<file path="src/ltc_pkg.sv">
`timescale 1ns / 1ps
// Shared constants, types and helpers for the luma threshold centroid block.
package ltc_pkg;

	localparam int MAX_DIM   = 4096;
	localparam int POS_W     = $clog2(MAX_DIM);
	localparam int DIM_W     = 13;
	localparam int COLOR_W   = 8;
	localparam int THR_W     = 8;
	localparam int LUMA_W    = 18;
	localparam int SUM_W     = 36;
	localparam int WCNT_W    = 25;
	localparam int CX_W      = 20;
	localparam int NORM_W    = 16;
	localparam int CX_FRAC   = 8;
	localparam int NORM_FRAC = 16;

	localparam int DVS_W     = WCNT_W + DIM_W;
	localparam int DVD_W     = SUM_W + NORM_FRAC;
	localparam int REM_W     = DVS_W;
	localparam int DIV_STEPS = 28;
	localparam int STEP_W    = $clog2(DIV_STEPS);

	localparam logic [LUMA_W-1:0] LUMA_R   = LUMA_W'(299);
	localparam logic [LUMA_W-1:0] LUMA_G   = LUMA_W'(587);
	localparam logic [LUMA_W-1:0] LUMA_B   = LUMA_W'(114);
	localparam logic [LUMA_W-1:0] LUMA_DIV = LUMA_W'(1000);

	localparam int REG_IDX_W = 2;
	localparam logic [REG_IDX_W-1:0] REG_FRAME_WIDTH    = 2'd0;
	localparam logic [REG_IDX_W-1:0] REG_FRAME_HEIGHT   = 2'd1;
	localparam logic [REG_IDX_W-1:0] REG_LUMA_THRESHOLD = 2'd2;

	localparam logic [DIM_W-1:0] RESET_WIDTH     = DIM_W'(640);
	localparam logic [DIM_W-1:0] RESET_HEIGHT    = DIM_W'(480);
	localparam logic [THR_W-1:0] RESET_THRESHOLD = THR_W'(240);

	typedef logic [1:0] op_t;
	localparam op_t OP_CX = 2'd0;
	localparam op_t OP_CY = 2'd1;
	localparam op_t OP_NX = 2'd2;
	localparam op_t OP_NY = 2'd3;

	typedef struct packed {
		logic accept;
		logic mul;
		logic div_load;
		logic div_step;
		logic q_store;
		op_t  op;
		logic out_load_frame;
	} ltc_cmd_t;

	typedef struct packed {
		logic frame_end;
		logic found;
	} ltc_sts_t;

	function automatic logic [DIM_W-1:0] eff_dim(input logic [DIM_W-1:0] v);
		logic [DIM_W-1:0] r;
		if (v == '0) begin
			r = DIM_W'(1);
		end else if (v > DIM_W'(MAX_DIM)) begin
			r = DIM_W'(MAX_DIM);
		end else begin
			r = v;
		end
		return r;
	endfunction

endpackage

</file>
<file path="src/ltc_ctrl.sv">
`timescale 1ns / 1ps
// Controller state machine: pixel handshake, division sequencing, result register control.
module ltc_ctrl import ltc_pkg::*; (
	input  logic     clk,
	input  logic     arst_n,
	input  logic     pixel_valid,
	output logic     pixel_stall,
	output logic     result_valid,
	input  logic     result_stall,
	input  ltc_sts_t sts,
	output ltc_cmd_t cmd
);

	localparam logic [2:0] S_IDLE  = 3'd0;
	localparam logic [2:0] S_MUL   = 3'd1;
	localparam logic [2:0] S_LOAD  = 3'd2;
	localparam logic [2:0] S_STEP  = 3'd3;
	localparam logic [2:0] S_STORE = 3'd4;
	localparam logic [2:0] S_FIN   = 3'd5;

	logic [2:0]        state_q;
	logic [STEP_W-1:0] step_q;
	op_t               op_q;
	logic              result_valid_q;

	logic accept;
	logic divide;
	logic out_free;
	logic fin_load;

	always_comb begin
		pixel_stall = (state_q != S_IDLE) || (result_valid_q && result_stall);
		accept      = pixel_valid && !pixel_stall;
		divide      = accept && sts.frame_end && sts.found;
		out_free    = !result_valid_q || !result_stall;
		fin_load    = (state_q == S_FIN) && out_free;

		cmd                = '0;
		cmd.accept         = accept;
		cmd.mul            = (state_q == S_MUL);
		cmd.div_load       = (state_q == S_LOAD);
		cmd.div_step       = (state_q == S_STEP);
		cmd.q_store        = (state_q == S_STORE);
		cmd.op             = op_q;
		cmd.out_load_frame = fin_load;
	end

	assign result_valid = result_valid_q;

	always_ff @(posedge clk or negedge arst_n) begin
		if (!arst_n) begin
			result_valid_q <= 1'b0;
		end else if ((accept && !divide) || fin_load) begin
			result_valid_q <= 1'b1;
		end else if (!result_stall) begin
			result_valid_q <= 1'b0;
		end
	end

	always_ff @(posedge clk or negedge arst_n) begin
		if (!arst_n) begin
			state_q <= S_IDLE;
			step_q  <= '0;
			op_q    <= OP_CX;
		end else begin
			case (state_q)
				S_IDLE: begin
					if (divide) begin
						state_q <= S_MUL;
					end
				end
				S_MUL: begin
					op_q    <= OP_CX;
					state_q <= S_LOAD;
				end
				S_LOAD: begin
					step_q  <= '0;
					state_q <= S_STEP;
				end
				S_STEP: begin
					if (step_q == STEP_W'(DIV_STEPS - 1)) begin
						state_q <= S_STORE;
					end else begin
						step_q <= step_q + STEP_W'(1);
					end
				end
				S_STORE: begin
					if (op_q == OP_NY) begin
						state_q <= S_FIN;
					end else begin
						op_q    <= op_q + 2'd1;
						state_q <= S_LOAD;
					end
				end
				S_FIN: begin
					if (out_free) begin
						state_q <= S_IDLE;
					end
				end
				default: begin
					state_q <= S_IDLE;
				end
			endcase
		end
	end

endmodule

</file>
<file path="src/ltc_datapath.sv">
`timescale 1ns / 1ps
// Datapath: configuration registers, luma threshold, accumulators, shared divider, result register.
module ltc_datapath import ltc_pkg::*; (
	input  logic                 clk,
	input  logic                 arst_n,
	input  logic                 cfg_write,
	input  logic [REG_IDX_W-1:0] cfg_index,
	input  logic [DIM_W-1:0]     cfg_data,
	input  logic [COLOR_W-1:0]   red,
	input  logic [COLOR_W-1:0]   green,
	input  logic [COLOR_W-1:0]   blue,
	input  ltc_cmd_t             cmd,
	output ltc_sts_t             sts,
	output logic                 white,
	output logic                 frame_done,
	output logic                 object_found,
	output logic [CX_W-1:0]      centroid_x,
	output logic [CX_W-1:0]      centroid_y,
	output logic [NORM_W-1:0]    norm_x,
	output logic [NORM_W-1:0]    norm_y
);

	logic [DIM_W-1:0]  width_q;
	logic [DIM_W-1:0]  height_q;
	logic [THR_W-1:0]  thr_q;

	logic [POS_W-1:0]  col_q;
	logic [POS_W-1:0]  row_q;
	logic [SUM_W-1:0]  sx_q;
	logic [SUM_W-1:0]  sy_q;
	logic [WCNT_W-1:0] cnt_q;

	logic [SUM_W-1:0]  sx_hold_q;
	logic [SUM_W-1:0]  sy_hold_q;
	logic [WCNT_W-1:0] cnt_hold_q;
	logic              white_pend_q;
	logic [DVS_W-1:0]  prod_w_q;
	logic [DVS_W-1:0]  prod_h_q;

	logic [REM_W-1:0]     rem_q;
	logic [DIV_STEPS-1:0] quo_q;
	logic [CX_W-1:0]      cx_res_q;
	logic [CX_W-1:0]      cy_res_q;
	logic [NORM_W-1:0]    nx_res_q;
	logic [NORM_W-1:0]    ny_res_q;

	logic              white_q;
	logic              frame_done_q;
	logic              object_found_q;
	logic [CX_W-1:0]   centroid_x_q;
	logic [CX_W-1:0]   centroid_y_q;
	logic [NORM_W-1:0] norm_x_q;
	logic [NORM_W-1:0] norm_y_q;

	logic [DIM_W-1:0]  eff_w;
	logic [DIM_W-1:0]  eff_h;
	logic [POS_W-1:0]  last_x;
	logic [POS_W-1:0]  last_y;
	logic              last_col;
	logic              last_row;
	logic [LUMA_W-1:0] luma_sum;
	logic [LUMA_W-1:0] thr_scaled;
	logic              pix_white;
	logic [SUM_W-1:0]  sx_next;
	logic [SUM_W-1:0]  sy_next;
	logic [WCNT_W-1:0] cnt_next;
	logic [DVD_W-1:0]  dvd;
	logic [DVS_W-1:0]  dvs;
	logic [REM_W:0]    rem_sh;
	logic [REM_W+1:0]  diff;

	always_comb begin
		eff_w      = eff_dim(width_q);
		eff_h      = eff_dim(height_q);
		last_x     = POS_W'(eff_w - DIM_W'(1));
		last_y     = POS_W'(eff_h - DIM_W'(1));
		last_col   = col_q >= last_x;
		last_row   = row_q >= last_y;
		luma_sum   = LUMA_W'(red) * LUMA_R + LUMA_W'(green) * LUMA_G
			+ LUMA_W'(blue) * LUMA_B;
		thr_scaled = LUMA_W'(thr_q) * LUMA_DIV;
		pix_white  = luma_sum >= thr_scaled;
		sx_next    = pix_white ? sx_q + SUM_W'(col_q) : sx_q;
		sy_next    = pix_white ? sy_q + SUM_W'(row_q) : sy_q;
		cnt_next   = cnt_q + WCNT_W'(pix_white);

		sts.frame_end = last_col && last_row;
		sts.found     = cnt_next != '0;

		case (cmd.op)
			OP_CX: begin
				dvd = DVD_W'({sx_hold_q, CX_FRAC'(0)});
				dvs = DVS_W'(cnt_hold_q);
			end
			OP_CY: begin
				dvd = DVD_W'({sy_hold_q, CX_FRAC'(0)});
				dvs = DVS_W'(cnt_hold_q);
			end
			OP_NX: begin
				dvd = {sx_hold_q, NORM_FRAC'(0)};
				dvs = prod_w_q;
			end
			default: begin
				dvd = {sy_hold_q, NORM_FRAC'(0)};
				dvs = prod_h_q;
			end
		endcase

		rem_sh = {rem_q, quo_q[DIV_STEPS-1]};
		diff   = {1'b0, rem_sh} - (REM_W+2)'(dvs);
	end

	always_ff @(posedge clk or negedge arst_n) begin
		if (!arst_n) begin
			width_q  <= RESET_WIDTH;
			height_q <= RESET_HEIGHT;
			thr_q    <= RESET_THRESHOLD;
		end else if (cfg_write) begin
			case (cfg_index)
				REG_FRAME_WIDTH:    width_q  <= cfg_data;
				REG_FRAME_HEIGHT:   height_q <= cfg_data;
				REG_LUMA_THRESHOLD: thr_q    <= cfg_data[THR_W-1:0];
				default: begin
				end
			endcase
		end
	end

	always_ff @(posedge clk or negedge arst_n) begin
		if (!arst_n) begin
			col_q <= '0;
			row_q <= '0;
			sx_q  <= '0;
			sy_q  <= '0;
			cnt_q <= '0;
		end else if (cmd.accept) begin
			if (sts.frame_end) begin
				col_q <= '0;
				row_q <= '0;
				sx_q  <= '0;
				sy_q  <= '0;
				cnt_q <= '0;
			end else begin
				sx_q  <= sx_next;
				sy_q  <= sy_next;
				cnt_q <= cnt_next;
				if (last_col) begin
					col_q <= '0;
					row_q <= row_q + POS_W'(1);
				end else begin
					col_q <= col_q + POS_W'(1);
				end
			end
		end
	end

	always_ff @(posedge clk) begin
		if (cmd.accept && sts.frame_end) begin
			sx_hold_q    <= sx_next;
			sy_hold_q    <= sy_next;
			cnt_hold_q   <= cnt_next;
			white_pend_q <= pix_white;
		end
		if (cmd.mul) begin
			prod_w_q <= DVS_W'(cnt_hold_q) * DVS_W'(eff_w);
			prod_h_q <= DVS_W'(cnt_hold_q) * DVS_W'(eff_h);
		end
		if (cmd.div_load) begin
			rem_q <= REM_W'(dvd[DVD_W-1:DIV_STEPS]);
			quo_q <= dvd[DIV_STEPS-1:0];
		end else if (cmd.div_step) begin
			if (!diff[REM_W+1]) begin
				rem_q <= diff[REM_W-1:0];
				quo_q <= {quo_q[DIV_STEPS-2:0], 1'b1};
			end else begin
				rem_q <= rem_sh[REM_W-1:0];
				quo_q <= {quo_q[DIV_STEPS-2:0], 1'b0};
			end
		end
		if (cmd.q_store) begin
			case (cmd.op)
				OP_CX:   cx_res_q <= quo_q[CX_W-1:0];
				OP_CY:   cy_res_q <= quo_q[CX_W-1:0];
				OP_NX:   nx_res_q <= quo_q[NORM_W-1:0];
				default: ny_res_q <= quo_q[NORM_W-1:0];
			endcase
		end
		if (cmd.out_load_frame) begin
			white_q        <= white_pend_q;
			frame_done_q   <= 1'b1;
			object_found_q <= 1'b1;
			centroid_x_q   <= cx_res_q;
			centroid_y_q   <= cy_res_q;
			norm_x_q       <= nx_res_q;
			norm_y_q       <= ny_res_q;
		end else if (cmd.accept && !(sts.frame_end && sts.found)) begin
			white_q        <= pix_white;
			frame_done_q   <= sts.frame_end;
			object_found_q <= 1'b0;
			centroid_x_q   <= '0;
			centroid_y_q   <= '0;
			norm_x_q       <= '0;
			norm_y_q       <= '0;
		end
	end

	assign white        = white_q;
	assign frame_done   = frame_done_q;
	assign object_found = object_found_q;
	assign centroid_x   = centroid_x_q;
	assign centroid_y   = centroid_y_q;
	assign norm_x       = norm_x_q;
	assign norm_y       = norm_y_q;

endmodule

</file>
<file path="src/luma_threshold_centroid.sv">
`timescale 1ns / 1ps
// A pixel that does not close a frame with white pixels yields its result in the cycle after
// its transaction; such pixels stream at one per cycle while result_stall does not hold the output.
// A frame's last pixel, when the frame held a white pixel, passes a multiply state, then four
// 28-step divisions on the one shared restoring divider (load, step, store each), then the result load.
// Reset: asynchronous; size 640 x 480, threshold 240, position and sums cleared at once.
module luma_threshold_centroid import ltc_pkg::*; (
	input  logic                 clk,
	input  logic                 arst_n,
	input  logic                 cfg_valid,
	output logic                 cfg_ready,
	input  logic [REG_IDX_W-1:0] cfg_index,
	input  logic [DIM_W-1:0]     cfg_data,
	input  logic                 pixel_valid,
	output logic                 pixel_stall,
	input  logic [COLOR_W-1:0]   red,
	input  logic [COLOR_W-1:0]   green,
	input  logic [COLOR_W-1:0]   blue,
	output logic                 result_valid,
	input  logic                 result_stall,
	output logic                 white,
	output logic                 frame_done,
	output logic                 object_found,
	output logic [CX_W-1:0]      centroid_x,
	output logic [CX_W-1:0]      centroid_y,
	output logic [NORM_W-1:0]    norm_x,
	output logic [NORM_W-1:0]    norm_y
);

	ltc_cmd_t cmd;
	ltc_sts_t sts;

	assign cfg_ready = 1'b1;

	ltc_ctrl u_ctrl (
		.clk          (clk),
		.arst_n       (arst_n),
		.pixel_valid  (pixel_valid),
		.pixel_stall  (pixel_stall),
		.result_valid (result_valid),
		.result_stall (result_stall),
		.sts          (sts),
		.cmd          (cmd)
	);

	ltc_datapath u_datapath (
		.clk          (clk),
		.arst_n       (arst_n),
		.cfg_write    (cfg_valid && cfg_ready),
		.cfg_index    (cfg_index),
		.cfg_data     (cfg_data),
		.red          (red),
		.green        (green),
		.blue         (blue),
		.cmd          (cmd),
		.sts          (sts),
		.white        (white),
		.frame_done   (frame_done),
		.object_found (object_found),
		.centroid_x   (centroid_x),
		.centroid_y   (centroid_y),
		.norm_x       (norm_x),
		.norm_y       (norm_y)
	);

endmodule

</file>
<file path="config.mk">
export PLATFORM = sky130hd
export DESIGN_NAME = luma_threshold_centroid
export DESIGN_NICKNAME = d
export VERILOG_FILES = /design/src/ltc_pkg.sv /design/src/ltc_ctrl.sv /design/src/ltc_datapath.sv /design/src/luma_threshold_centroid.sv
export SDC_FILE = /design/constraint.sdc
export NUM_CORES = 2
export LEC_CHECK = 0
export ABC_CLOCK_PERIOD_IN_PS = 11600
export BUFFER_PORTS_ARGS = -buffer_cell sky130_fd_sc_hd__buf_2
export CAP_MARGIN = 40
export CORE_MARGIN = 2
export CORE_UTILIZATION = 60
export DETAILED_ROUTE_END_ITERATION = 16
export PLACE_DENSITY = 0.81
export SETUP_SLACK_MARGIN = 0.02
export SLEW_MARGIN = 25
export SYNTH_ARGS = -nofsm -noshare
export SYNTH_HDL_FRONTEND = slang
export SYNTH_SLANG_ARGS = --single-unit
</file>
<file path="constraint.sdc">
create_clock -name clk -period 11.6 [get_ports clk]
set_input_delay 0.58 -clock clk [delete_from_list [all_inputs] [get_ports clk]]
set_output_delay 0.58 -clock clk [all_outputs]
set_load 0.005 [all_outputs]
</file>
==> metrics.txt <==
max cap viols 0; clk buf depth 3; pre-CTS setup slack 454 ps; layout net count 6,372; gr ovfl total 0; first-pass GRT wire length 209 mm; Synth area leaders fa_1, edfxtp_1, ha_1; Post-CTS Setup Inserts 0; leakage power 26.1 nW; asr flop ratio synth 30.0%; startpoint class of the critical path input pin; hold endpoint u_datapath.width_q[8]$_DFFE_PN0P_; Starting Density 60.5%; Worst Hold Launch cfg_data[8]; crit path max fanout 73; Clk Latency, worst-skew pair 640 ps; H-tree levels 2; DIE AREA 89,700 um^2; top post-synthesis cells by count nand2_1, inv_1, fa_1; DR vias/cell 5.95; R2R Path Start u_datapath.thr_q[2]$_DFFE_PN0P_; share of power burned in registers 22.2%; crit-path most repeated cell ha_1; syn nets 6,402; worst reg2reg path depth 34; RR Endpoint u_datapath.centroid_y[11]$_SDFFCE_PN0P_; Final Hold Viols 0; initial antenna violation count 2; CP peak stage delay 690 ps; routed wire length 128 mm; Pint 7.73 mW; synthesized area 52,400 um^2; GRT Overall Usage 29.1%; Post-synth EDFFs 371; post-route setup slack 946 ps; Worst Skew 44.3 ps; cell accounting for the most synthesized area fa_1; Unique masters post-synth 89; std cell rows 108; Setup violations, final 0; die height 300 um; Crit Path Class in2reg; number of DRC markers in iteration 0 3,573; Area growth syn-to-layout 6.88%; Util after Layout 64.6%; CP endpoint kind flip-flop; Gate power share 65.4%; layout cell share with drive strength beyond 1 7.58%; peak supply drop 515 uV; DR pass1 iterations 7; drt wl/cell 19.7 um; Slew @ Worst Pin 865 ps; Avg Cell Area, Syn 9.82 um^2; Design Area, Final 56,000 um^2; most numerous cell in the Yosys netlist nand2_1; Diodes inserted 0; max-slew violation count 0; Switching Fraction 47.2%; largest net degree at the start of global routing 77; Hold WC Path Type in2reg; placed inst area 54,100 um^2; CTS buffer count 53; top-area cell type share of the netlist area 23.0%; CTS tree done; RSZ-0062 raised after global routing false; clk sink count 553; Worst Hold Depth 2; Final period util 91.8%; Critical Path RT 11,900 ps; pwr dens 262 nW/um^2; Yosys warnings 0; Top Ports 122; routability cong. 0.934; worst endpoint data arrival time 10,950 ps; Yosys reg bits 553; Detail Route Antenna Nets 0; clk slew on worst S/H paths 60 ps; core footprint 86,600 um^2; die width 300 um; Max Freq 0.0939 GHz; r2r setup slk 2500 ps; top_reg_cell synth edfxtp_1; routed vias 38,716; slew margin rel. 42.1%; post-DP HPWL 93.9 mm; cells after synthesis 5,338; Clk pwr share 12.4%; Net Sw Power 6.92 mW; TNS Setup 0 ps; vias in the first global route 39,882; DRC Markers 0; Clk Tree Root Cell clkbuf_16; Slowest cell on crit path nor4_2; post-synthesis sequential area ratio 29.8%; status finished, final reports clean; Final min period 10,650 ps; IO Port Bufs 120
-- worst max-delay path by stage --
stage,from,to,cells after the start
after floorplan,blue[0],u_datapath.centroid_x[0]$_SDFFCE_PN0P_,44
after global placement,blue[0],u_datapath.centroid_x[3]$_SDFFCE_PN0P_,41
after detailed placement,blue[0],u_datapath.centroid_y[4]$_SDFFCE_PN0P_,41
after CTS,blue[0],u_datapath.norm_y[0]$_SDFFCE_PN0P_,42
after global routing,blue[0],u_datapath.norm_y[15]$_SDFFCE_PN0P_,42
final,blue[0],u_datapath.centroid_y[11]$_SDFFCE_PN0P_,42
-- layer usage --
| metal | global-route usage [%] | wire (um) |
|---|---|---|
| met5 | 0 | 0 |
| met1 | 38.6 | 50700 |
| met3 | 3.57 | 9850 |
| met2 | 49.5 | 62500 |
| met4 | 10.6 | 5120 |
-- power by group through the flow --
stage	logic, mW	clock network, mW	registers, mW
final	9.57	1.82	3.25
after CTS	9.52	1.83	3.25
after floorplan	7.11	0	3.19
after global placement	9.10	0	3.28
after global routing	10.8	1.91	3.30
after detailed placement	9.44	0	3.29
-- sequential cells by signal (all words and copies together) (netlist names), 28 cells and up --
signal,count
u_datapath.sx_hold_q,36
u_datapath.quo_q,28
u_datapath.sx_q,36
u_datapath.sy_q,36
u_datapath.prod_h_q,38
u_datapath.rem_q,38
u_datapath.sy_hold_q,36
u_datapath.prod_w_q,38
-- final cells by class --
| class | count | area (um^2) |
|---|---|---|
| multi-input cells | 3699 | 32700 |
| clock buffers | 69 | 1430 |
| clock inverters | 31 | 394 |
| fillers | 6608 | 30600 |
| flip-flops and latches | 553 | 15600 |
| inverters | 793 | 2980 |
| well taps | 1155 | 1450 |
| repair buffers | 208 | 1400 |
-- logic make-up after synthesis --
group           after synthesis  synth area share, %
xor+xnor                    238                 3.98
simple gates               1559                 13.9
compound gates              829                 10.3
buf+inv                    1086                 7.89
fa+ha+maj                  1020                 33.0
flops                       553                 29.8
mux                          52                 1.08
other cells                   1              0.00716
-- layout by cell type, fill, tap and decap left out, types with 13 or more instances in the layout --
cell       instances
a21o_1            83
a21oi_1          198
a222oi_1          53
a31oi_1           47
and2_1           234
and3_1            55
buf_2            120
buf_4             74
clkbuf_16         53
dfrtp_1          156
dfxtp_1           16
edfxtp_1         371
fa_1             603
ha_1             416
inv_1            791
mux2_2            35
mux2i_1           17
nand2_1          817
nand2b_1          43
nand3_1           72
nand4_1           24
nor2_1           154
nor2b_1           27
nor2b_2           21
nor3_1            34
nor4_1            13
o21a_1            22
o21ai_0          212
o21ai_1           17
o21bai_1          21
o31ai_1           50
xnor2_1          157
xor2_1            81
-- per-stage QoR --
stage	hold slack, ps	instances	total power, mW
after floorplan	284	5338	10.3
after global placement	449	6394	12.4
after detailed placement	451	6402	12.7
after CTS	190	6503	14.6
after global routing	200	6508	16.0
final	203	6508	14.6
-- worst max-delay path: cells and delay by family --
kind,cells,cell delay (ps)
xor+xnor,2,330
buf+inv,8,770
fa+ha+maj,13,4890
simple gates,10,2490
mux,1,230
compound gates,8,1590
-- repair_timing --
action                     CTS  global route
hold endpoints to repair    34             0
resized for setup            0             0
hold buffers                 1             0
setup endpoints to repair    0             0
No activity file was read; power rests on OpenSTA's default activity.
